===== config.mk =====
export PLATFORM = sky130hd
export DESIGN_NAME = best_fit_aligned_allocator_core
export DESIGN_NICKNAME = d
export VERILOG_FILES = /design/src/hw/rtl/bfa_pkg.sv /design/src/hw/rtl/bfa_rem.sv /design/src/hw/rtl/bfa_dp.sv /design/src/hw/rtl/bfa_ctrl.sv /design/src/hw/rtl/best_fit_aligned_allocator_core.sv
export SDC_FILE = /design/constraint.sdc
export NUM_CORES = 2
export LEC_CHECK = 0
export ABC_AREA = 0
export ABC_CLOCK_PERIOD_IN_PS = 45500
export BUFFER_PORTS_ARGS = -buffer_cell sky130_fd_sc_hd__buf_2
export CAP_MARGIN = 20
export CORE_ASPECT_RATIO = 0.5
export CORE_MARGIN = 10
export CORE_UTILIZATION = 30
export DETAILED_ROUTE_END_ITERATION = 6
export PLACE_DENSITY = 0.5
export SLEW_MARGIN = 0
export SYNTH_ARGS = -nofsm -noshare
export SYNTH_HDL_FRONTEND = slang
export SYNTH_SLANG_ARGS = --single-unit

===== constraint.sdc =====
create_clock -name clk -period 45.5 [get_ports clk]
set_input_delay 4.55 -clock clk [delete_from_list [all_inputs] [get_ports clk]]
set_output_delay 4.55 -clock clk [all_outputs]
set_load 0.005 [all_outputs]

===== src/hw/rtl/bfa_pkg.sv =====
`default_nettype none
// ----------------------------------------------------------------------------
// bfa_pkg
// Shared types and codes of the best-fit aligned allocator.
// ----------------------------------------------------------------------------
package bfa_pkg;

  localparam int unsigned MAX_ENTRIES_DEF = 16;

  typedef struct packed {
    logic        func;
    logic [31:0] req_bytes;
    logic [8:0]  align_bytes;
    logic [31:0] free_addr;
  } alloc_req_t;

  typedef struct packed {
    logic [31:0] granted_addr;
    logic [1:0]  status;
  } alloc_rsp_t;

  localparam logic [1:0] STATUS_OK       = 2'd0;
  localparam logic [1:0] STATUS_NO_FIT   = 2'd1;
  localparam logic [1:0] STATUS_OUT_POOL = 2'd2;
  localparam logic [1:0] STATUS_FULL     = 2'd3;

  localparam logic FUNC_ALLOC = 1'b0;
  localparam logic FUNC_FREE  = 1'b1;

  localparam logic CFG_POOL_BASE  = 1'b0;
  localparam logic CFG_POOL_BYTES = 1'b1;

  typedef enum logic [3:0] {
    OP_NONE,
    OP_LOAD,
    OP_READ,
    OP_GAP,
    OP_PAD,
    OP_EVA,
    OP_EVB,
    OP_SH_INIT,
    OP_READ_PREV,
    OP_WRITE_SHIFT,
    OP_INSERT,
    OP_IDX_INC,
    OP_READ_NEXT,
    OP_WRITE_DEL,
    OP_DEC,
    OP_RESP
  } dp_op_t;

  typedef struct packed {
    dp_op_t     op;
    logic [1:0] rsp_status;
  } dp_cmd_t;

  typedef struct packed {
    logic is_free;
    logic too_large;
    logic table_full;
    logic out_of_pool;
    logic at_count;
    logic rem_done;
    logic found;
    logic hit;
    logic shift_done;
    logic del_done;
  } dp_stat_t;

endpackage
`default_nettype wire


===== src/hw/rtl/bfa_rem.sv =====
`default_nettype none
// ----------------------------------------------------------------------------
// bfa_rem
// Remainder of a 32-bit address by a 9-bit alignment, eight bits per cycle.
// ----------------------------------------------------------------------------
module bfa_rem (
  input  wire logic        clk,
  input  wire logic        rst,
  input  wire logic        load,
  input  wire logic [31:0] dividend,
  input  wire logic [8:0]  divisor,
  output logic             done,
  output logic [8:0]       rem
);

  logic [31:0] q;
  logic [8:0]  r;
  logic [1:0]  cnt;
  logic        busy;
  logic [31:0] q_next;
  logic [8:0]  r_next;

  always_comb begin
    logic [9:0] t;
    q_next = q;
    r_next = r;
    for (int k = 0; k < 8; k++) begin
      t = {r_next, q_next[31]};
      q_next = {q_next[30:0], 1'b0};
      if (t >= {1'b0, divisor}) begin
        r_next = 9'(t - {1'b0, divisor});
      end else begin
        r_next = t[8:0];
      end
    end
  end

  always_ff @(posedge clk) begin
    if (rst) begin
      busy <= 1'b0;
      done <= 1'b0;
      cnt  <= '0;
    end else begin
      done <= 1'b0;
      if (load) begin
        busy <= 1'b1;
        cnt  <= '0;
      end else if (busy) begin
        cnt <= cnt + 2'd1;
        if (cnt == 2'd3) begin
          busy <= 1'b0;
          done <= 1'b1;
        end
      end
    end
  end

  always_ff @(posedge clk) begin
    if (load) begin
      q <= dividend;
      r <= '0;
    end else if (busy) begin
      q <= q_next;
      r <= r_next;
    end
  end

  assign rem = r;

endmodule
`default_nettype wire


===== src/hw/rtl/bfa_dp.sv =====
`default_nettype none
// ----------------------------------------------------------------------------
// bfa_dp
// Datapath: pool registers, entry table, gap evaluation and result register.
// ----------------------------------------------------------------------------
module bfa_dp
  import bfa_pkg::*;
#(
  parameter int unsigned MAX_ENTRIES = MAX_ENTRIES_DEF
) (
  input  wire logic       clk,
  input  wire logic       rst,
  input  wire logic       cfg_we,
  input  wire logic       cfg_index,
  input  wire logic [31:0] cfg_data,
  input  wire alloc_req_t req,
  input  wire dp_cmd_t    cmd,
  output dp_stat_t        stat,
  output alloc_rsp_t      rsp
);

  localparam int unsigned AW = $clog2(MAX_ENTRIES);
  localparam int unsigned CW = $clog2(MAX_ENTRIES + 1);

  logic [31:0] pool_base;
  logic [31:0] pool_bytes;
  logic [63:0] tbl [MAX_ENTRIES];
  logic [63:0] rd_data;
  logic [CW-1:0] count;
  logic [CW-1:0] idx;

  logic        func;
  logic [31:0] req_bytes;
  logic [8:0]  align;
  logic [31:0] free_addr;
  logic [31:0] prev;
  logic [31:0] gap;
  logic        gap_neg;
  logic [8:0]  pad;
  logic [32:0] usable;
  logic [31:0] cand;
  logic        found;
  logic [31:0] best_use;
  logic [31:0] best_start;
  logic [CW-1:0] best_pos;

  logic [32:0] end_sum;
  logic [31:0] endp;
  logic [31:0] hi;
  logic        rem_done;
  logic [8:0]  rem;
  logic        we;
  logic [AW-1:0] wa;
  logic [63:0] wd;
  logic [AW-1:0] ra;
  logic        re;
  logic [CW:0] idx_inc;

  assign end_sum = {1'b0, pool_base} + {1'b0, pool_bytes};
  assign endp    = end_sum[32] ? 32'hFFFF_FFFF : end_sum[31:0];
  assign hi      = stat.at_count ? endp : rd_data[63:32];
  assign idx_inc = {1'b0, idx} + (CW + 1)'(1);

  bfa_rem u_rem (
    .clk      (clk),
    .rst      (rst),
    .load     (cmd.op == OP_GAP),
    .dividend (prev),
    .divisor  (align),
    .done     (rem_done),
    .rem      (rem)
  );

  always_comb begin
    stat.is_free     = (func == FUNC_FREE);
    stat.too_large   = (req_bytes > pool_bytes);
    stat.table_full  = (count == CW'(MAX_ENTRIES));
    stat.out_of_pool = (free_addr < pool_base) || (free_addr > endp);
    stat.at_count    = (idx == count);
    stat.rem_done    = rem_done;
    stat.found       = found;
    stat.hit         = (rd_data[63:32] == free_addr);
    stat.shift_done  = (idx == best_pos);
    stat.del_done    = (idx_inc == {1'b0, count});
  end

  // Table port selection
  always_comb begin
    re = 1'b0;
    ra = idx[AW-1:0];
    we = 1'b0;
    wa = idx[AW-1:0];
    wd = rd_data;
    case (cmd.op)
      OP_READ: begin
        re = 1'b1;
      end
      OP_READ_PREV: begin
        re = 1'b1;
        ra = AW'(idx - CW'(1));
      end
      OP_READ_NEXT: begin
        re = 1'b1;
        ra = AW'(idx_inc);
      end
      OP_WRITE_SHIFT, OP_WRITE_DEL: begin
        we = 1'b1;
      end
      OP_INSERT: begin
        we = 1'b1;
        wa = best_pos[AW-1:0];
        wd = {best_start, best_start + req_bytes};
      end
      default: begin
        re = 1'b0;
      end
    endcase
  end

  always_ff @(posedge clk) begin
    if (we) begin
      tbl[wa] <= wd;
    end
    if (re) begin
      rd_data <= tbl[ra];
    end
  end

  always_ff @(posedge clk) begin
    if (rst) begin
      pool_base  <= '0;
      pool_bytes <= '0;
      count      <= '0;
      found      <= 1'b0;
    end else begin
      if (cfg_we) begin
        if (cfg_index == CFG_POOL_BASE) begin
          pool_base <= cfg_data;
        end else begin
          pool_bytes <= cfg_data;
        end
      end
      case (cmd.op)
        OP_LOAD: found <= 1'b0;
        OP_EVB: begin
          if (!usable[32] && !gap_neg && usable[31:0] >= req_bytes &&
              (!found || usable[31:0] < best_use)) begin
            found <= 1'b1;
          end
        end
        OP_INSERT: count <= count + CW'(1);
        OP_DEC:    count <= count - CW'(1);
        default: ;
      endcase
    end
  end

  always_ff @(posedge clk) begin
    case (cmd.op)
      OP_LOAD: begin
        func      <= req.func;
        req_bytes <= req.req_bytes;
        align     <= (req.align_bytes == 9'd0) ? 9'd1 : req.align_bytes;
        free_addr <= req.free_addr;
        idx       <= '0;
        prev      <= pool_base;
      end
      OP_GAP: begin
        gap_neg <= (hi < prev);
        gap     <= hi - prev;
      end
      OP_PAD: pad <= (rem == 9'd0) ? 9'd0 : align - rem;
      OP_EVA: begin
        usable <= {1'b0, gap} - {24'd0, pad};
        cand   <= prev + {23'd0, pad};
      end
      OP_EVB: begin
        if (!usable[32] && !gap_neg && usable[31:0] >= req_bytes &&
            (!found || usable[31:0] < best_use)) begin
          best_use   <= usable[31:0];
          best_start <= cand;
          best_pos   <= idx;
        end
        prev <= rd_data[31:0];
        if (!stat.at_count) begin
          idx <= idx + CW'(1);
        end
      end
      OP_SH_INIT:                  idx <= count;
      OP_WRITE_SHIFT:              idx <= idx - CW'(1);
      OP_IDX_INC, OP_WRITE_DEL:    idx <= idx + CW'(1);
      OP_RESP: begin
        rsp.status       <= cmd.rsp_status;
        rsp.granted_addr <= (cmd.rsp_status == STATUS_OK && func == FUNC_ALLOC) ?
                            best_start : 32'd0;
      end
      default: ;
    endcase
  end

endmodule
`default_nettype wire


===== src/hw/rtl/bfa_ctrl.sv =====
`default_nettype none
// ----------------------------------------------------------------------------
// bfa_ctrl
// Controller: sequences gap scan, table shifts and the result beat.
// ----------------------------------------------------------------------------
module bfa_ctrl
  import bfa_pkg::*;
(
  input  wire logic     clk,
  input  wire logic     rst,
  input  wire logic     start,
  input  wire dp_stat_t stat,
  output logic          busy,
  output logic          done,
  output dp_cmd_t       cmd
);

  typedef enum logic [3:0] {
    S_IDLE, S_CHECK, S_A_RD, S_A_GAP, S_A_MOD, S_A_EVA, S_A_EVB, S_A_DONE,
    S_A_SHC, S_A_SHW, S_A_INS, S_F_RD, S_F_CMP, S_F_DC, S_F_DW, S_RESP
  } state_t;

  state_t     state;
  state_t     state_next;
  logic [1:0] code;
  logic [1:0] code_next;

  always_comb begin
    state_next     = state;
    code_next      = code;
    cmd.op         = OP_NONE;
    cmd.rsp_status = code;
    case (state)
      S_IDLE: begin
        if (start) begin
          cmd.op     = OP_LOAD;
          state_next = S_CHECK;
        end
      end
      S_CHECK: begin
        if (stat.is_free) begin
          if (stat.out_of_pool) begin
            code_next  = STATUS_OUT_POOL;
            state_next = S_RESP;
          end else begin
            state_next = S_F_RD;
          end
        end else if (stat.too_large) begin
          code_next  = STATUS_NO_FIT;
          state_next = S_RESP;
        end else if (stat.table_full) begin
          code_next  = STATUS_FULL;
          state_next = S_RESP;
        end else begin
          state_next = S_A_RD;
        end
      end
      S_A_RD: begin
        cmd.op     = OP_READ;
        state_next = S_A_GAP;
      end
      S_A_GAP: begin
        cmd.op     = OP_GAP;
        state_next = S_A_MOD;
      end
      S_A_MOD: begin
        if (stat.rem_done) begin
          cmd.op     = OP_PAD;
          state_next = S_A_EVA;
        end
      end
      S_A_EVA: begin
        cmd.op     = OP_EVA;
        state_next = S_A_EVB;
      end
      S_A_EVB: begin
        cmd.op     = OP_EVB;
        state_next = stat.at_count ? S_A_DONE : S_A_RD;
      end
      S_A_DONE: begin
        if (!stat.found) begin
          code_next  = STATUS_NO_FIT;
          state_next = S_RESP;
        end else begin
          cmd.op     = OP_SH_INIT;
          state_next = S_A_SHC;
        end
      end
      S_A_SHC: begin
        if (stat.shift_done) begin
          state_next = S_A_INS;
        end else begin
          cmd.op     = OP_READ_PREV;
          state_next = S_A_SHW;
        end
      end
      S_A_SHW: begin
        cmd.op     = OP_WRITE_SHIFT;
        state_next = S_A_SHC;
      end
      S_A_INS: begin
        cmd.op     = OP_INSERT;
        code_next  = STATUS_OK;
        state_next = S_RESP;
      end
      S_F_RD: begin
        if (stat.at_count) begin
          code_next  = STATUS_OK;
          state_next = S_RESP;
        end else begin
          cmd.op     = OP_READ;
          state_next = S_F_CMP;
        end
      end
      S_F_CMP: begin
        if (stat.hit) begin
          state_next = S_F_DC;
        end else begin
          cmd.op     = OP_IDX_INC;
          state_next = S_F_RD;
        end
      end
      S_F_DC: begin
        if (stat.del_done) begin
          cmd.op     = OP_DEC;
          code_next  = STATUS_OK;
          state_next = S_RESP;
        end else begin
          cmd.op     = OP_READ_NEXT;
          state_next = S_F_DW;
        end
      end
      S_F_DW: begin
        cmd.op     = OP_WRITE_DEL;
        state_next = S_F_DC;
      end
      S_RESP: begin
        cmd.op     = OP_RESP;
        state_next = S_IDLE;
      end
      default: state_next = S_IDLE;
    endcase
  end

  always_ff @(posedge clk) begin
    if (rst) begin
      state <= S_IDLE;
      code  <= STATUS_OK;
      done  <= 1'b0;
    end else begin
      state <= state_next;
      code  <= code_next;
      done  <= (state == S_RESP);
    end
  end

  assign busy = (state != S_IDLE);

endmodule
`default_nettype wire


===== src/hw/rtl/best_fit_aligned_allocator_core.sv =====
`default_nettype none
// Allocate scans table entries + 1 gaps, each one waiting on the remainder unit,
//   then shifts the later entries up one place and inserts the new entry.
// Free scans the entries for the address and moves the later entries down.
// One item at a time; busy stays high until the done beat is issued.
// Reset (rst, synchronous): table empty, pool registers zero, no beat pending.
// The receiver cannot stall: done is high for exactly one cycle per item.
// ----------------------------------------------------------------------------
// best_fit_aligned_allocator_core
// Best-fit allocator over one pool with aligned starts and a sorted table.
// ----------------------------------------------------------------------------
module best_fit_aligned_allocator_core
  import bfa_pkg::*;
#(
  parameter int unsigned MAX_ENTRIES = MAX_ENTRIES_DEF
) (
  input  wire logic        clk,
  input  wire logic        rst,
  // command channel
  input  wire logic        start,
  output logic             busy,
  input  wire alloc_req_t  req,
  // result beat
  output logic             done,
  output alloc_rsp_t       rsp,
  // configuration write channel
  input  wire logic        cfg_valid,
  output logic             cfg_ready,
  input  wire logic        cfg_index,
  input  wire logic [31:0] cfg_data
);

  dp_cmd_t  cmd;
  dp_stat_t stat;

  // Configuration is always taken; the user must write it only while idle (not enforced here).
  assign cfg_ready = 1'b1;

  // Sequence scan, shift and response steps.
  bfa_ctrl u_ctrl (
    .clk   (clk),
    .rst   (rst),
    .start (start),
    .stat  (stat),
    .busy  (busy),
    .done  (done),
    .cmd   (cmd)
  );

  // Hold the table, pool registers and the result register.
  bfa_dp #(
    .MAX_ENTRIES (MAX_ENTRIES)
  ) u_dp (
    .clk       (clk),
    .rst       (rst),
    .cfg_we    (cfg_valid & cfg_ready),
    .cfg_index (cfg_index),
    .cfg_data  (cfg_data),
    .req       (req),
    .cmd       (cmd),
    .stat      (stat),
    .rsp       (rsp)
  );

endmodule
`default_nettype wire


==> results_dict.tcl <==
set metrics [dict create \
    worstPathArrival_ns 20.80 \
    yosys.area_share.simple_pct 7.34 \
    max_freq_mhz 49.8 \
    vias_per_cell 5.13 \
    synth.distinct_cells 84 \
    critPathLaunch "u_dp.align[1]$_SDFFCE_PN0P_" \
    drive_gt1_share_pct 15.3 \
    post_cts_resized 0 \
    wl_per_cell_um 25.4 \
    yosys.area_share.xor_xnor_pct 2.91 \
    hold_path.startpoint "u_dp.cand[16]$_DFFE_PN_" \
    final_common_cell "edfxtp_1" \
    cts_root_buf "clkbuf_16" \
    fin_crit_sh_pct 44.1 \
    rsz0062_at_grt "no" \
    dieArea_um2 259000 \
    clock_sinks 1531 \
    numCtsBuffers 155 \
    cp_num_buf_inv 1 \
    synth_warnings 0 \
    ant_nets 0 \
    endpoint_kind "flop" \
    crit_required_ns 46.23 \
    via_count 43552 \
    hold_buffers 0 \
    core_area_um2 236000 \
    finalSetupTns_ns 0 \
    die_x_um 710 \
    routed_wl_mm 216 \
    dr.pass1.iters 6 \
    netlist_area_um2 71400 \
    cap_violations 0 \
    finalMaxSlewViolations 0 \
    finalCriticalPeriod_ns 20.07 \
    synth_mux_area_share_pct 8.94 \
    grt_start_max_net_pins 132 \
    max_slew.worst_pin.slew_ns 1.13 \
    clockBufferDepth 3 \
    async_reset_ff_share_pct 0 \
    ys_ff_latch 1531 \
    r2r_start "u_dp.align[1]$_SDFFCE_PN0P_" \
    synth_ff_type "edfxtp_1" \
    slew_headroom_pct 24.8 \
    crit_type "flop to flop" \
    placedCellCount 8193 \
    cts_tree "yes" \
    drt_iter0_drc 4030 \
    initial_utilization_pct 30.2 \
    dp_slack_ns 25.43 \
    cpMostUsedCell "a21oi_1" \
    synth_top_family_by_area "multiplexers" \
    fin_cells 8490 \
    io-pin-count 148 \
    yosysTopAreaCell "edfxtp_1" \
    layout_common_cells "1441 x edfxtp_1, 488 x nand2_1, 357 x ha_1" \
    cp_slowest_cell "edfxtp_1" \
    cts.clk_slew.worst_paths_ns 0.07 \
    antenna_found_initial 5 \
    cp_top_family "compound AO/OA/AOI/OAI gates" \
    min_path_type "flop to flop" \
    grt_pass1_vias 44655 \
    gr-total-overflow 0 \
    yosys.area.top_type_share_pct 60.6 \
    htree_levels 4 \
    dp.final_hpwl_mm 143 \
    route.detailed.drc 0 \
    syn_nets 5470 \
    port_buffers 146 \
    seq_area_frac_synth_pct 63.1 \
    die_h_um 365 \
    skew_ns 0.0586 \
    yosys.area_share.adder_pct 6.68 \
    startpoint_type "flop" \
    layout.nets 5700 \
    crit_fanout 20 \
    slowest_delay_ns 0.72 \
    synthTopCellsByArea "edfxtp_1 61%, mux4_2 8.1%, ha_1 6.3%" \
    outcome "complete, no violations" \
    fin_ws_ns 25.43 \
    grtUsageTotal_pct 16.3 \
    syn_to_final_growth_pct 14.1 \
    syn_avg_cell_area_um2 14.3 \
    postCtsSetupBuffers 0 \
    post-route-util_pct 34.5 \
    finalSetupViolCount 0 \
    clkLatencyLatePin_ns 0.83 \
    gp_congestion 0.901 \
    grt_pass1_wl_mm 310 \
    hold_violations 0 \
    syn_inst 4987 \
    synth-compound-area-share_pct 8.42 \
    synth_edf_count 1441 \
    rows 126 \
]
[cell type report]
cell class | instances | area (um2)
antenna | 5 | 12.5
clock buffer | 200 | 4110
clock inverter | 89 | 953
fill | 22678 | 155000
inverter | 275 | 1030
multi-input combinational | 2995 | 24700
sequential | 1531 | 45100
tap | 3136 | 3920
timing repair buffer | 259 | 1650
[flip-flops by register name, summed over array words and instances (netlist names), 33 cells and up]
name / count
u_dp.tbl: 1024
u_dp.rd_data: 64
u_dp.rsp: 34
u_dp.usable: 33
[kinds of logic (layout without fill, tap and decap cells)]
group,Yosys count,in the layout
AND/OR/NAND/NOR,1141,1141
buffers and inverters,461,823
other,1,6
multiplexers,314,314
AO/OA/AOI/OAI,930,930
flip-flops,1531,1531
adder cells (fa/ha/maj),372,372
XOR/XNOR,237,237
[worst register-to-register path, delay by kind of cell (launching register included)]
family	cells	cell delay (ns)
muxes	6	2.38
DFF	1	0.72
AOI/OAI and AO/OA	36	10.01
buffers and inverters	1	0.56
and+or+nand+nor	18	2.91
adders and majority gates	8	3.39
[per-layer routing]
| metal | share of wire [%] | vias to the layer above | track usage [%] |
|---|---|---|---|
| met2 | 47 | 1240 | 26.6 |
| met5 | 0 | - | 0 |
| li1 | - | 19527 | - |
| met1 | 44 | 22494 | 22.0 |
| met3 | 6.2 | 291 | 2.98 |
| met4 | 3.0 | 0 | 5.03 |
[per-stage QoR]
stage	instance area, um2	hold WS (ns)
after floorplan	71400	0.400
after detailed placement	76400	0.405
after CTS	81400	0.421
after global placement	76300	0.404
after global routing	81500	0.428
final	81500	0.419
[cells in the mapped netlist (48+ instances only)]
master,instances
edfxtp_1,1441
nand2_1,490
ha_1,357
inv_1,274
a21oi_1,259
mux4_2,256
nor2_1,245
o21ai_0,187
xnor2_1,143
a22oi_1,132
a21o_1,117
clkbuf_1,115
xor2_1,94
dfxtp_1,90
nor3_1,66
nand2b_1,56
buf_2,53
nand4_1,49
nor2b_1,48
[worst paths after layout]
check	cells after the start	endpoint	slack, ns
hold reg to reg	0	u_dp.best_start[16]$_DFFE_PP_	0.42
setup / recovery	69	u_dp.u_rem.rem[1]$_SDFFE_PP0P_	25.43
hold / removal	0	u_dp.best_start[16]$_DFFE_PP_	0.42
setup reg to reg	69	u_dp.u_rem.rem[1]$_SDFFE_PP0P_	25.43
Power is not shown: default switching activity piles up to over one toggle a cycle in this logic, so the estimate is an artifact.
